### src/rtl/ctem_pkg.sv
// Shared widths, constants and controller/datapath interface types for the cycle-time monitor.
`default_nettype none

package ctem_pkg;

  localparam int FX_W        = 50;                  // ns value, 8 fraction bits
  localparam int FRAC_W      = 8;
  localparam int NS_W        = 32;
  localparam int DIFF_W      = 32;
  localparam int TICK_W      = 64;
  localparam int TPU_W       = 16;
  localparam int WCNT_W      = 7;
  localparam int SCALE_W     = 18;
  localparam int DIV_W       = 54;                  // holds 9*avg + sample
  localparam int DIV_BITS    = 2;                   // quotient bits per cycle
  localparam int DIV_CYCLES  = DIV_W / DIV_BITS;
  localparam int DIV_CNT_W   = $clog2(DIV_CYCLES + 1);

  localparam logic [TPU_W-1:0]   TPU_RESET = 16'd1000;
  localparam logic [SCALE_W-1:0] NS_SCALE  = 18'd256000;  // 1000 ns/us, 8 fraction bits
  localparam logic [TPU_W-1:0]   EWMA_DIV  = 16'd10;

  localparam logic OP_SAMPLE = 1'b0;
  localparam logic OP_CLEAR  = 1'b1;

  typedef struct packed {
    logic load_in;      // capture the accepted item
    logic start;        // clear / skip / launch scaling divide
    logic div_step;     // advance the shared divider
    logic take_sample;  // commit scaled sample, launch average divide after warm-up
    logic take_avg;     // commit new average, track max/min
    logic load_out;     // copy statistics into the output register
  } ctem_cmd_t;

  typedef struct packed {
    logic is_clear;
    logic is_step;
    logic div_done;
    logic warm;         // next sample is still a warm-up sample
  } ctem_sts_t;

endpackage

`default_nettype wire

### src/rtl/cycle_time_ewma_monitor.sv
// Top level of the cycle-time EWMA monitor: controller plus datapath.
//
//  channel  direction  handshake           payload
//  -------  ---------  ------------------  -------------------------------------------
//  in       to block   in_valid/in_stall   op, begin_ticks, end_ticks, step_mode
//  out      from block out_valid/out_stall sample_ns, average_ns, maximum_ns,
//                                          minimum_ns, warming, updated
//  cfg      to block   cfg_we              cfg_data (ticks_per_usec)
//
// One item at a time. A normal sample makes two passes through the shared 2-bit-per-cycle
// divider, one for the tick-to-ns scaling and one for the divide by ten of the moving
// average. A warm-up sample skips the second pass; clear and step-mode items skip both.
// The next item is taken in the cycle after the hand-off at the earliest. rst is synchronous:
// ticks_per_usec returns to 1000 and all statistics clear to zero. A stalled result sits
// in the output register while the next item is worked on; that item waits at its hand-off.
`default_nettype none

module cycle_time_ewma_monitor import ctem_pkg::*; #(
  parameter int WARMUP = 100
) (
  input  wire logic              clk,
  input  wire logic              rst,
  // configuration
  input  wire logic              cfg_we,
  input  wire logic [TPU_W-1:0]  cfg_data,
  // input items
  input  wire logic              in_valid,
  output logic                   in_stall,
  input  wire logic              op,
  input  wire logic [TICK_W-1:0] begin_ticks,
  input  wire logic [TICK_W-1:0] end_ticks,
  input  wire logic              step_mode,
  // result items
  output logic                   out_valid,
  input  wire logic              out_stall,
  output logic [NS_W-1:0]        sample_ns,
  output logic [NS_W-1:0]        average_ns,
  output logic [NS_W-1:0]        maximum_ns,
  output logic [NS_W-1:0]        minimum_ns,
  output logic                   warming,
  output logic                   updated
);

  ctem_cmd_t cmd;
  ctem_sts_t sts;

  // sequencing: accept, scale, divide, update, hand off
  ctem_ctrl u_ctrl (
    .clk       (clk),
    .rst       (rst),
    .in_valid  (in_valid),
    .in_stall  (in_stall),
    .out_valid (out_valid),
    .out_stall (out_stall),
    .sts       (sts),
    .cmd       (cmd)
  );

  // statistics state, divider and output register
  ctem_dp #(
    .WARMUP (WARMUP)
  ) u_dp (
    .clk         (clk),
    .rst         (rst),
    .cfg_we      (cfg_we),
    .cfg_data    (cfg_data),
    .op          (op),
    .begin_ticks (begin_ticks),
    .end_ticks   (end_ticks),
    .step_mode   (step_mode),
    .cmd         (cmd),
    .sts         (sts),
    .sample_ns   (sample_ns),
    .average_ns  (average_ns),
    .maximum_ns  (maximum_ns),
    .minimum_ns  (minimum_ns),
    .warming     (warming),
    .updated     (updated)
  );

endmodule

`default_nettype wire

### src/rtl/ctem_ctrl.sv
// Sequencing state machine for the cycle-time monitor.
`default_nettype none

module ctem_ctrl import ctem_pkg::*; (
  input  wire logic      clk,
  input  wire logic      rst,
  input  wire logic      in_valid,
  output logic           in_stall,
  output logic           out_valid,
  input  wire logic      out_stall,
  input  wire ctem_sts_t sts,
  output ctem_cmd_t      cmd
);

  localparam logic [2:0] S_IDLE = 3'd0;
  localparam logic [2:0] S_MUL  = 3'd1;
  localparam logic [2:0] S_DIV1 = 3'd2;
  localparam logic [2:0] S_SAMP = 3'd3;
  localparam logic [2:0] S_DIV2 = 3'd4;
  localparam logic [2:0] S_AVG  = 3'd5;
  localparam logic [2:0] S_OUT  = 3'd6;

  logic [2:0] state;
  logic [2:0] state_next;
  logic       out_free;

  assign in_stall = (state != S_IDLE);
  assign out_free = !out_valid || !out_stall;

  always_comb begin
    state_next = state;
    cmd        = '0;
    unique case (state)
      S_IDLE: begin
        if (in_valid) begin
          cmd.load_in = 1'b1;
          state_next  = S_MUL;
        end
      end
      S_MUL: begin
        cmd.start  = 1'b1;
        state_next = (sts.is_clear || sts.is_step) ? S_OUT : S_DIV1;
      end
      S_DIV1: begin
        if (sts.div_done) begin
          state_next = S_SAMP;
        end else begin
          cmd.div_step = 1'b1;
        end
      end
      S_SAMP: begin
        cmd.take_sample = 1'b1;
        state_next      = sts.warm ? S_OUT : S_DIV2;
      end
      S_DIV2: begin
        if (sts.div_done) begin
          state_next = S_AVG;
        end else begin
          cmd.div_step = 1'b1;
        end
      end
      S_AVG: begin
        cmd.take_avg = 1'b1;
        state_next   = S_OUT;
      end
      S_OUT: begin
        if (out_free) begin
          cmd.load_out = 1'b1;
          state_next   = S_IDLE;
        end
      end
      default: begin
        state_next = S_IDLE;
      end
    endcase
  end

  always_ff @(posedge clk) begin
    if (rst) begin
      state     <= S_IDLE;
      out_valid <= 1'b0;
    end else begin
      state <= state_next;
      if (cmd.load_out) begin
        out_valid <= 1'b1;
      end else if (!out_stall) begin
        out_valid <= 1'b0;
      end
    end
  end

endmodule

`default_nettype wire

### src/rtl/ctem_dp.sv
// Datapath: scaling multiply, shared radix-4 divider, EWMA and max/min statistics.
`default_nettype none

module ctem_dp import ctem_pkg::*; #(
  parameter int WARMUP = 100
) (
  input  wire logic              clk,
  input  wire logic              rst,
  input  wire logic              cfg_we,
  input  wire logic [TPU_W-1:0]  cfg_data,
  input  wire logic              op,
  input  wire logic [TICK_W-1:0] begin_ticks,
  input  wire logic [TICK_W-1:0] end_ticks,
  input  wire logic              step_mode,
  input  wire ctem_cmd_t         cmd,
  output ctem_sts_t              sts,
  output logic [NS_W-1:0]        sample_ns,
  output logic [NS_W-1:0]        average_ns,
  output logic [NS_W-1:0]        maximum_ns,
  output logic [NS_W-1:0]        minimum_ns,
  output logic                   warming,
  output logic                   updated
);

  function automatic logic [NS_W-1:0] to_ns(input logic [FX_W-1:0] fx);
    logic [NS_W-1:0] r;
    if (fx[FX_W-1:FRAC_W+NS_W] != '0) begin
      r = '1;
    end else begin
      r = fx[FRAC_W+NS_W-1:FRAC_W];
    end
    return r;
  endfunction

  logic [TPU_W-1:0]     ticks_per_usec;
  logic [WCNT_W-1:0]    warmup_count;
  logic [FX_W-1:0]      average_fx;
  logic [FX_W-1:0]      maximum_fx;
  logic [FX_W-1:0]      minimum_fx;
  logic [FX_W-1:0]      last_sample_fx;
  logic                 op_q;
  logic                 step_q;
  logic [DIFF_W-1:0]    diff;
  logic                 upd;

  // divider: dividend bits shift out the top while quotient bits shift in below
  logic [DIV_W-1:0]     quo;
  logic [TPU_W-1:0]     rem;
  logic [TPU_W-1:0]     dvs;
  logic [DIV_CNT_W-1:0] div_cnt;
  logic [DIV_W-1:0]     quo_next;
  logic [TPU_W-1:0]     rem_next;

  logic                 warm;
  logic [FX_W-1:0]      q_fx;
  logic [DIV_W-1:0]     ewma_sum;
  logic [FX_W-1:0]      product;

  assign warm     = (warmup_count < WCNT_W'(WARMUP));
  assign q_fx     = quo[FX_W-1:0];
  assign ewma_sum = DIV_W'({average_fx, 3'b000}) + DIV_W'(average_fx) + DIV_W'(q_fx);
  assign product  = FX_W'(diff) * FX_W'(NS_SCALE);

  assign sts.is_clear = (op_q == OP_CLEAR);
  assign sts.is_step  = step_q;
  assign sts.div_done = (div_cnt == '0);
  assign sts.warm     = warm;

  always_comb begin
    logic [TPU_W:0]   t;
    logic [DIV_W-1:0] sh;
    logic [TPU_W-1:0] r;
    sh = quo;
    r  = rem;
    for (int i = 0; i < DIV_BITS; i++) begin
      t  = {r, sh[DIV_W-1]};
      sh = {sh[DIV_W-2:0], 1'b0};
      if (t >= {1'b0, dvs}) begin
        t     = t - {1'b0, dvs};
        sh[0] = 1'b1;
      end
      r = t[TPU_W-1:0];
    end
    quo_next = sh;
    rem_next = r;
  end

  always_ff @(posedge clk) begin
    if (rst) begin
      ticks_per_usec <= TPU_RESET;
      warmup_count   <= '0;
      average_fx     <= '0;
      maximum_fx     <= '0;
      minimum_fx     <= '0;
      last_sample_fx <= '0;
      div_cnt        <= '0;
    end else begin
      if (cfg_we) begin
        ticks_per_usec <= cfg_data;
      end
      if (cmd.start) begin
        if (op_q == OP_CLEAR) begin
          warmup_count   <= '0;
          average_fx     <= '0;
          maximum_fx     <= '0;
          minimum_fx     <= '0;
          last_sample_fx <= '0;
        end else if (!step_q) begin
          div_cnt <= DIV_CNT_W'(DIV_CYCLES);
        end
      end
      if (cmd.div_step) begin
        div_cnt <= div_cnt - 1'b1;
      end
      if (cmd.take_sample) begin
        last_sample_fx <= q_fx;
        if (warm) begin
          warmup_count <= warmup_count + 1'b1;
          average_fx   <= q_fx;
          maximum_fx   <= q_fx;
          minimum_fx   <= q_fx;
        end else begin
          div_cnt <= DIV_CNT_W'(DIV_CYCLES);
        end
      end
      if (cmd.take_avg) begin
        average_fx <= q_fx;
        if (q_fx > maximum_fx) begin
          maximum_fx <= q_fx;
        end
        if (q_fx < minimum_fx) begin
          minimum_fx <= q_fx;
        end
      end
    end
  end

  // payload registers, no reset
  always_ff @(posedge clk) begin
    if (cmd.load_in) begin
      op_q   <= op;
      step_q <= step_mode;
      diff   <= end_ticks[DIFF_W-1:0] - begin_ticks[DIFF_W-1:0];
    end
    if (cmd.start) begin
      upd <= (op_q == OP_CLEAR) || !step_q;
      quo <= DIV_W'(product);
      rem <= '0;
      dvs <= (ticks_per_usec == '0) ? TPU_W'(1) : ticks_per_usec;
    end
    if (cmd.div_step) begin
      quo <= quo_next;
      rem <= rem_next;
    end
    if (cmd.take_sample) begin
      quo <= ewma_sum;
      rem <= '0;
      dvs <= EWMA_DIV;
    end
    if (cmd.load_out) begin
      sample_ns  <= to_ns(last_sample_fx);
      average_ns <= to_ns(average_fx);
      maximum_ns <= to_ns(maximum_fx);
      minimum_ns <= to_ns(minimum_fx);
      warming    <= warm;
      updated    <= upd;
    end
  end

endmodule

`default_nettype wire

### config.mk
export PLATFORM = sky130hd
export DESIGN_NAME = cycle_time_ewma_monitor
export DESIGN_NICKNAME = d
export VERILOG_FILES = /design/src/rtl/ctem_pkg.sv /design/src/rtl/cycle_time_ewma_monitor.sv /design/src/rtl/ctem_ctrl.sv /design/src/rtl/ctem_dp.sv
export SDC_FILE = /design/constraint.sdc
export NUM_CORES = 2
export LEC_CHECK = 0
export BUFFER_PORTS_ARGS = -buffer_cell sky130_fd_sc_hd__buf_2
export CAP_MARGIN = 10
export CORE_UTILIZATION = 35
export CTS_CLUSTER_DIAMETER = 100
export DETAILED_ROUTE_END_ITERATION = 8
export GPL_ROUTABILITY_DRIVEN = 0
export GPL_TIMING_DRIVEN = 0
export PLACE_DENSITY = 0.54
export SLEW_MARGIN = 20
export SYNTH_ARGS = -nofsm -noshare
export SYNTH_HDL_FRONTEND = slang
export SYNTH_SLANG_ARGS = --single-unit
### constraint.sdc
create_clock -name clk -period 7.36 [get_ports clk]
set_input_delay 0.368 -clock clk [delete_from_list [all_inputs] [get_ports clk]]
set_output_delay 0.368 -clock clk [all_outputs]
set_load 0.02 [all_outputs]
After elaboration in Yosys (flattened, before gate mapping)
Index checks and enable logic that the tools add are counted.
{"block": "word_totals", "reg_bits": 483, "out_inout_bits": 132, "wordCells": 125, "inputBits": 151}
{"block": "classes", "n_reduce_logical": 21, "addsub": 7, "magnitude_cmp": 5, "n_eq_ne": 11, "mux": 58, "n_mul": 1}
{"op": "$mux 50", "n": 20}
{"op": "$mux 54", "n": 3}
{"op": "$mux 16", "n": 5}
{"op": "$add 53x50->54", "n": 1}
{"op": "$add 54x50->54", "n": 1}
{"op": "$gt 50x50->1", "n": 1}
{"op": "$lt 50x50->1", "n": 1}
{"op": "$reduce_bool 10->1", "n": 4}
{"op": "$mul 32x7->39 const B", "n": 1}
{"op": "$ge 17x16->1", "n": 2}
{"op": "$sub 16x16->16", "n": 2}
{"op": "$sub 32x32->32", "n": 1}
{"op": "$mux 5", "n": 6}
{"op": "$mux 7", "n": 4}
{"op": "$pmux 3 s7", "n": 1}
{"op": "$logic_not 16->1", "n": 1}
{"op": "$mux 3", "n": 5}
{"op": "$mux 1", "n": 13}
{"op": "$eq 3x3->1 const B", "n": 3}
{"op": "$add 7x1->7 const B", "n": 1}
{"op": "$lt 7x7->1 const B", "n": 1}
{"op": "$eq 3x2->1 const B", "n": 2}
{"op": "$ne 2x2->1 const B", "n": 3}
{"op": "$reduce_bool 2->1", "n": 3}
{"op": "other kinds (12)", "n": 18}

Longest topological paths before layout
{"block": "depth", "depth_word": 7, "mapped_depth": 23, "mapped_depth_nobuf": 22}

Hierarchy
From an unflattened synthesis, not the netlist that was laid out.
{"block": "hier_totals", "cells_unflattened": 3409, "hier_area_um2": 32677.6}
{"mod": "ctem_dp", "seq_area_each_um2": 11621.1, "n_inst": 1, "area_each_um2": 32366.0, "cells_per_inst": 3370}
{"mod": "ctem_ctrl", "seq_area_each_um2": 80.1, "n_inst": 1, "area_each_um2": 311.5, "cells_per_inst": 39}

Worst setup path after synthesis
Ideal clock, no wire load.
{"block": "synth_path", "kind": "register -> register", "start": "register u_ctrl.state[1]", "end": "register u_dp.average_ns[0] (enable)", "t_arrival_ns": 7.062, "setup_ns": 0.662, "path_stages_with_launch": 4, "synth_period_minus_slack_ns": 7.724, "n_path_buf": 1, "setup_slack_ns": -0.364, "required_time_ns": 6.698, "path_cell_list": "dfxtp_1 clkbuf_1 nand3b_1 a21oi_1"}
{"item": "start: declaration", "line_no": "ctem_ctrl.sv:23", "text": "logic [2:0] state;"}
{"item": "start signal: assignment", "line_no": "ctem_ctrl.sv:83", "text": "state <= state_next;"}
{"item": "end signal: assignment", "line_no": "ctem_dp.sv:162", "text": "average_ns <= to_ns(average_fx);"}
{"item": "end: declaration", "line_no": "ctem_dp.sv:18", "text": "output logic [NS_W-1:0] average_ns,"}

Worst setup path after layout
{"block": "layout_path", "start": "register u_dp.diff[16]", "end": "register u_dp.quo[46], data pin"}
{"block": "layout_between", "elab_chain_cells": 4}
{"item": "start: declaration", "line_no": "ctem_dp.sv:43", "text": "logic [DIFF_W-1:0] diff;"}
{"item": "start signal: assignment", "line_no": "ctem_dp.sv:143", "text": "diff <= end_ticks[DIFF_W-1:0] - begin_ticks[DIFF_W-1:0];"}
{"item": "$mul 32x7->39", "line_no": "ctem_dp.sv:62", "text": "assign product = FX_W'(diff) * FX_W'(NS_SCALE);"}
{"item": "$mux 54", "line_no": "ctem_dp.sv:145", "text": "if (cmd.start) begin"}
{"item": "$mux 54", "line_no": "ctem_dp.sv:151", "text": "if (cmd.div_step) begin"}
{"item": "$mux 54", "line_no": "ctem_dp.sv:155", "text": "if (cmd.take_sample) begin"}
{"item": "end signal: assignment", "line_no": "ctem_dp.sv:147", "text": "quo <= DIV_W'(product);"}
{"item": "end signal: assignment", "line_no": "ctem_dp.sv:152", "text": "quo <= quo_next;"}
{"item": "end signal: assignment", "line_no": "ctem_dp.sv:156", "text": "quo <= ewma_sum;"}
{"item": "end: declaration", "line_no": "ctem_dp.sv:47", "text": "logic [DIV_W-1:0] quo;"}
No other way between the ends. The select of a mux whose other input is x is not followed.
A chain may end at the register's enable or synchronous reset.

==> results.py <==
metrics = {
    "outcome": {
        "run_status": "complete, no violations",
    },
    "logic_synthesis": {
        "syn_avg_cell_area_sq_um": 9.44,
        "synth_ff_type": "dfxtp_1",
        "ys_types": 80,
        "async_reset_ff_share_pct": 0,
        "syn_inst": 3456,
        "ys_seq_area_share_pct": 35.9,
        "synth_area_sq_um": 32600,
        "yosys_warnings": 0,
        "ys_ff_latch": 475,
        "synth_nets": 4078,
        "synth-edff-count": 219,
    },
    "setup_path": {
        "cp_top_family": "adder cells",
        "rr_startpoint": "u_dp.diff[16]",
        "worstPathRequired_ns": 7.76,
        "criticalPathCategory": "reg2reg",
        "path_cells": "inv_1, fa_1, fa_1, fa_1, fa_1, inv_1, ha_1, clkbuf_1, and4_1, nor2b_1, a22oi_1, a31oi_1, a221oi_2, o22ai_1, o41a_1, a21o_1, xor2_1, a221o_1",
        "cp.arrival_ns": 6.27,
        "cp-start-kind": "register",
        "path_buf_inv": 3,
        "crit_path_start": "u_dp.diff[16]",
        "cp_slowest_cell": "fa_1",
        "critPathMaxStageDelay_ns": 0.54,
        "cpMostUsedCell": "fa_1",
        "cp_max_fo": 8,
        "crit_path_end_kind": "register",
    },
    "detailed_routing": {
        "drtIter0Drc": 1796,
        "firstDrtPassIters": 6,
        "via_per_inst": 5.23,
        "routedWlPerCell_um": 19.2,
        "vias": 26431,
        "ant_nets": 0,
        "drt_wl_total_um": 97000,
        "post-route-drc-count": 0,
    },
    "min_path": {
        "hp-class": "in2reg",
        "hp-start": "begin_ticks[0]",
    },
    "clocking": {
        "cts.sinks": 475,
        "tritoncts": "built",
        "clockBufferDepth": 3,
        "cts_made_buffers": 57,
        "clock_latency_ns": 0.69,
        "htreeDepth": 2,
        "clkTransAtPathRegs_ns": 0.06,
        "cts_root_buf": "clkbuf_16",
    },
    "sta": {
        "tns_ns": 0,
        "period_needed_ns": 5.87,
        "layout_setup_ws_ns": 1.49,
        "timing.fmax_ghz": 0.170,
        "hold_viol": 0,
        "worstMarginPinSlew_ns": 0.993,
        "post-route-period-util_pct": 79.8,
        "relSlewSlack_pct": 33.8,
        "skew_ns": 0.0519,
        "maxSlewViolCount": 0,
        "rsz0062_at_grt": "no",
        "setup_viol": 0,
        "whs_ns": 0.0951,
    },
    "placed_design": {
        "place_hpwl_um": 76400,
        "portBuffers": 217,
        "pre_cts_ws_ns": 1.50,
    },
    "global_routing": {
        "grt_first_pass_wirelength_um": 150000,
        "antenna_found_initial": 0,
        "grt_overflow_total": 0,
        "grt_max_degree": 40,
        "track_usage_pct": 20.5,
        "grt_pass1_vias": 25761,
    },
    "floorplan": {
        "fp.dieH_um": 307,
        "start_util_pct": 35.5,
        "fp.dieArea_sq_um": 94400,
        "core.rowCount": 111,
        "die_w_um": 307,
        "placeableCoreArea_sq_um": 91900,
        "io_pins": 283,
    },
    "cells_and_area": {
        "fill_cells": 9233,
        "post-route-util_pct": 41.0,
        "syn_to_final_growth_pct": 15.7,
        "nets": 4383,
        "drive_gt1_share_pct": 11.7,
        "layout_common_cells": "inv_1 (344), nand2_1 (316), ha_1 (302)",
        "final_common_cell": "inv_1",
    },
    "flow_run": {
        "cap_violations": 0,
    },
}
tightest hold or removal path, cell delays in order:
cell	delay [ns]
buf_2	0.08
ha_1	0.12
inv_1	0.04
layout make-up:
| class | count | area, sq um | share of cell area, % |
|---|---|---|---|
| flip-flops and latches | 475 | 11700 | 31.0 |
| inverters | 347 | 1310 | 3.46 |
| plain buffers | 156 | 607 | 1.61 |
| diodes | 1 | 2.50 | 0.00663 |
| well taps | 1243 | 1560 | 4.12 |
| repair buffers | 246 | 1490 | 3.95 |
| clock inverters | 34 | 405 | 1.07 |
| multi-input cells | 2478 | 19100 | 50.5 |
| clock buffers | 72 | 1610 | 4.25 |
cells in the mapped netlist, types with 6 or more instances:
cell type	count	area share, %
inv_1	345	4.0
nand2_1	316	3.6
ha_1	302	12
dfxtp_1	256	16
a21oi_1	233	3.6
edfxtp_1	219	20
nor2_1	199	2.3
o21ai_0	180	2.8
fa_1	169	10
nand4_1	149	2.9
clkbuf_1	139	1.6
nand3_1	116	1.8
a21o_1	86	2.0
mux2i_1	75	2.3
or2_2	72	1.4
xnor2_1	71	1.9
xor2_1	51	1.4
a211oi_1	45	1.0
nor3_1	38	0.58
a22oi_1	34	0.78
nor2b_1	28	0.54
nor4_1	27	0.52
a31oi_1	26	0.50
o21a_1	24	0.55
nand2b_1	20	0.38
o21bai_1	19	0.44
and3_1	16	0.31
a31o_2	15	0.40
o211ai_1	15	0.35
o31ai_1	15	0.35
or3_1	10	0.19
a21boi_0	9	0.21
and4_1	9	0.24
buf_2	8	0.12
o311ai_0	8	0.21
a211o_1	7	0.19
buf_1	7	0.081
and2_1	6	0.12
mux2_2	6	0.21
what timing repair did:
item                      in CTS  in global routing
resized for setup              0                  0
buffers inserted               0                  0
hold buffers                  18                  0
hold endpoints to repair      18                  0
metal layers:
layer  routed length (um)  GRT usage [%]  share of wire (%)  vias up
met5                    0              0                  0        -
li1                     -              -                  -    12909
met2                46100           34.6                 47      680
met1                43600           27.3                 45    12705
met4                 2620           6.21                2.7        0
met3                 4770           2.37                4.9      137
cells by family after synthesis:
logic type	Yosys count	synth area share [%]
buf+inv	503	5.85
fa+ha+maj	471	22.0
simple gates	1017	15.1
mux	81	2.51
compound gates	787	15.4
xor+xnor	122	3.28
flops	475	35.9
sequential cells by signal, indices dropped and copies added, names as in the netlist, 3 cells and up:
register	count
u_dp.warmup_count	7
u_ctrl.state	3
u_dp.maximum_ns	32
u_dp.diff	32
u_dp.average_fx	50
u_dp.sample_ns	32
u_dp.minimum_fx	50
u_dp.div_cnt	5
u_dp.minimum_ns	32
u_dp.dvs	16
u_dp.ticks_per_usec	16
u_dp.average_ns	32
u_dp.maximum_fx	50
u_dp.quo	54
u_dp.last_sample_fx	42
u_dp.rem	16
stage by stage:
stage	cells	area, sq um
final	5052	37700
after global routing	5051	37700
after CTS	5051	37700
after detailed placement	4927	35500
after global placement	4916	35300
after floorplan	3456	32600
final timing paths:
path	to	slack [ns]	cells after the start
worst min-delay path	u_dp.diff[0]	0.1	3
worst min register to register	u_dp.updated	0.43	0
worst max-delay path	u_dp.quo[46]	1.49	18
worst max register to register	u_dp.quo[46]	1.49	18
Power is left out: the tool's default activity adds up to more than one toggle a clock period on the data nets, which glitch-free logic cannot reach.
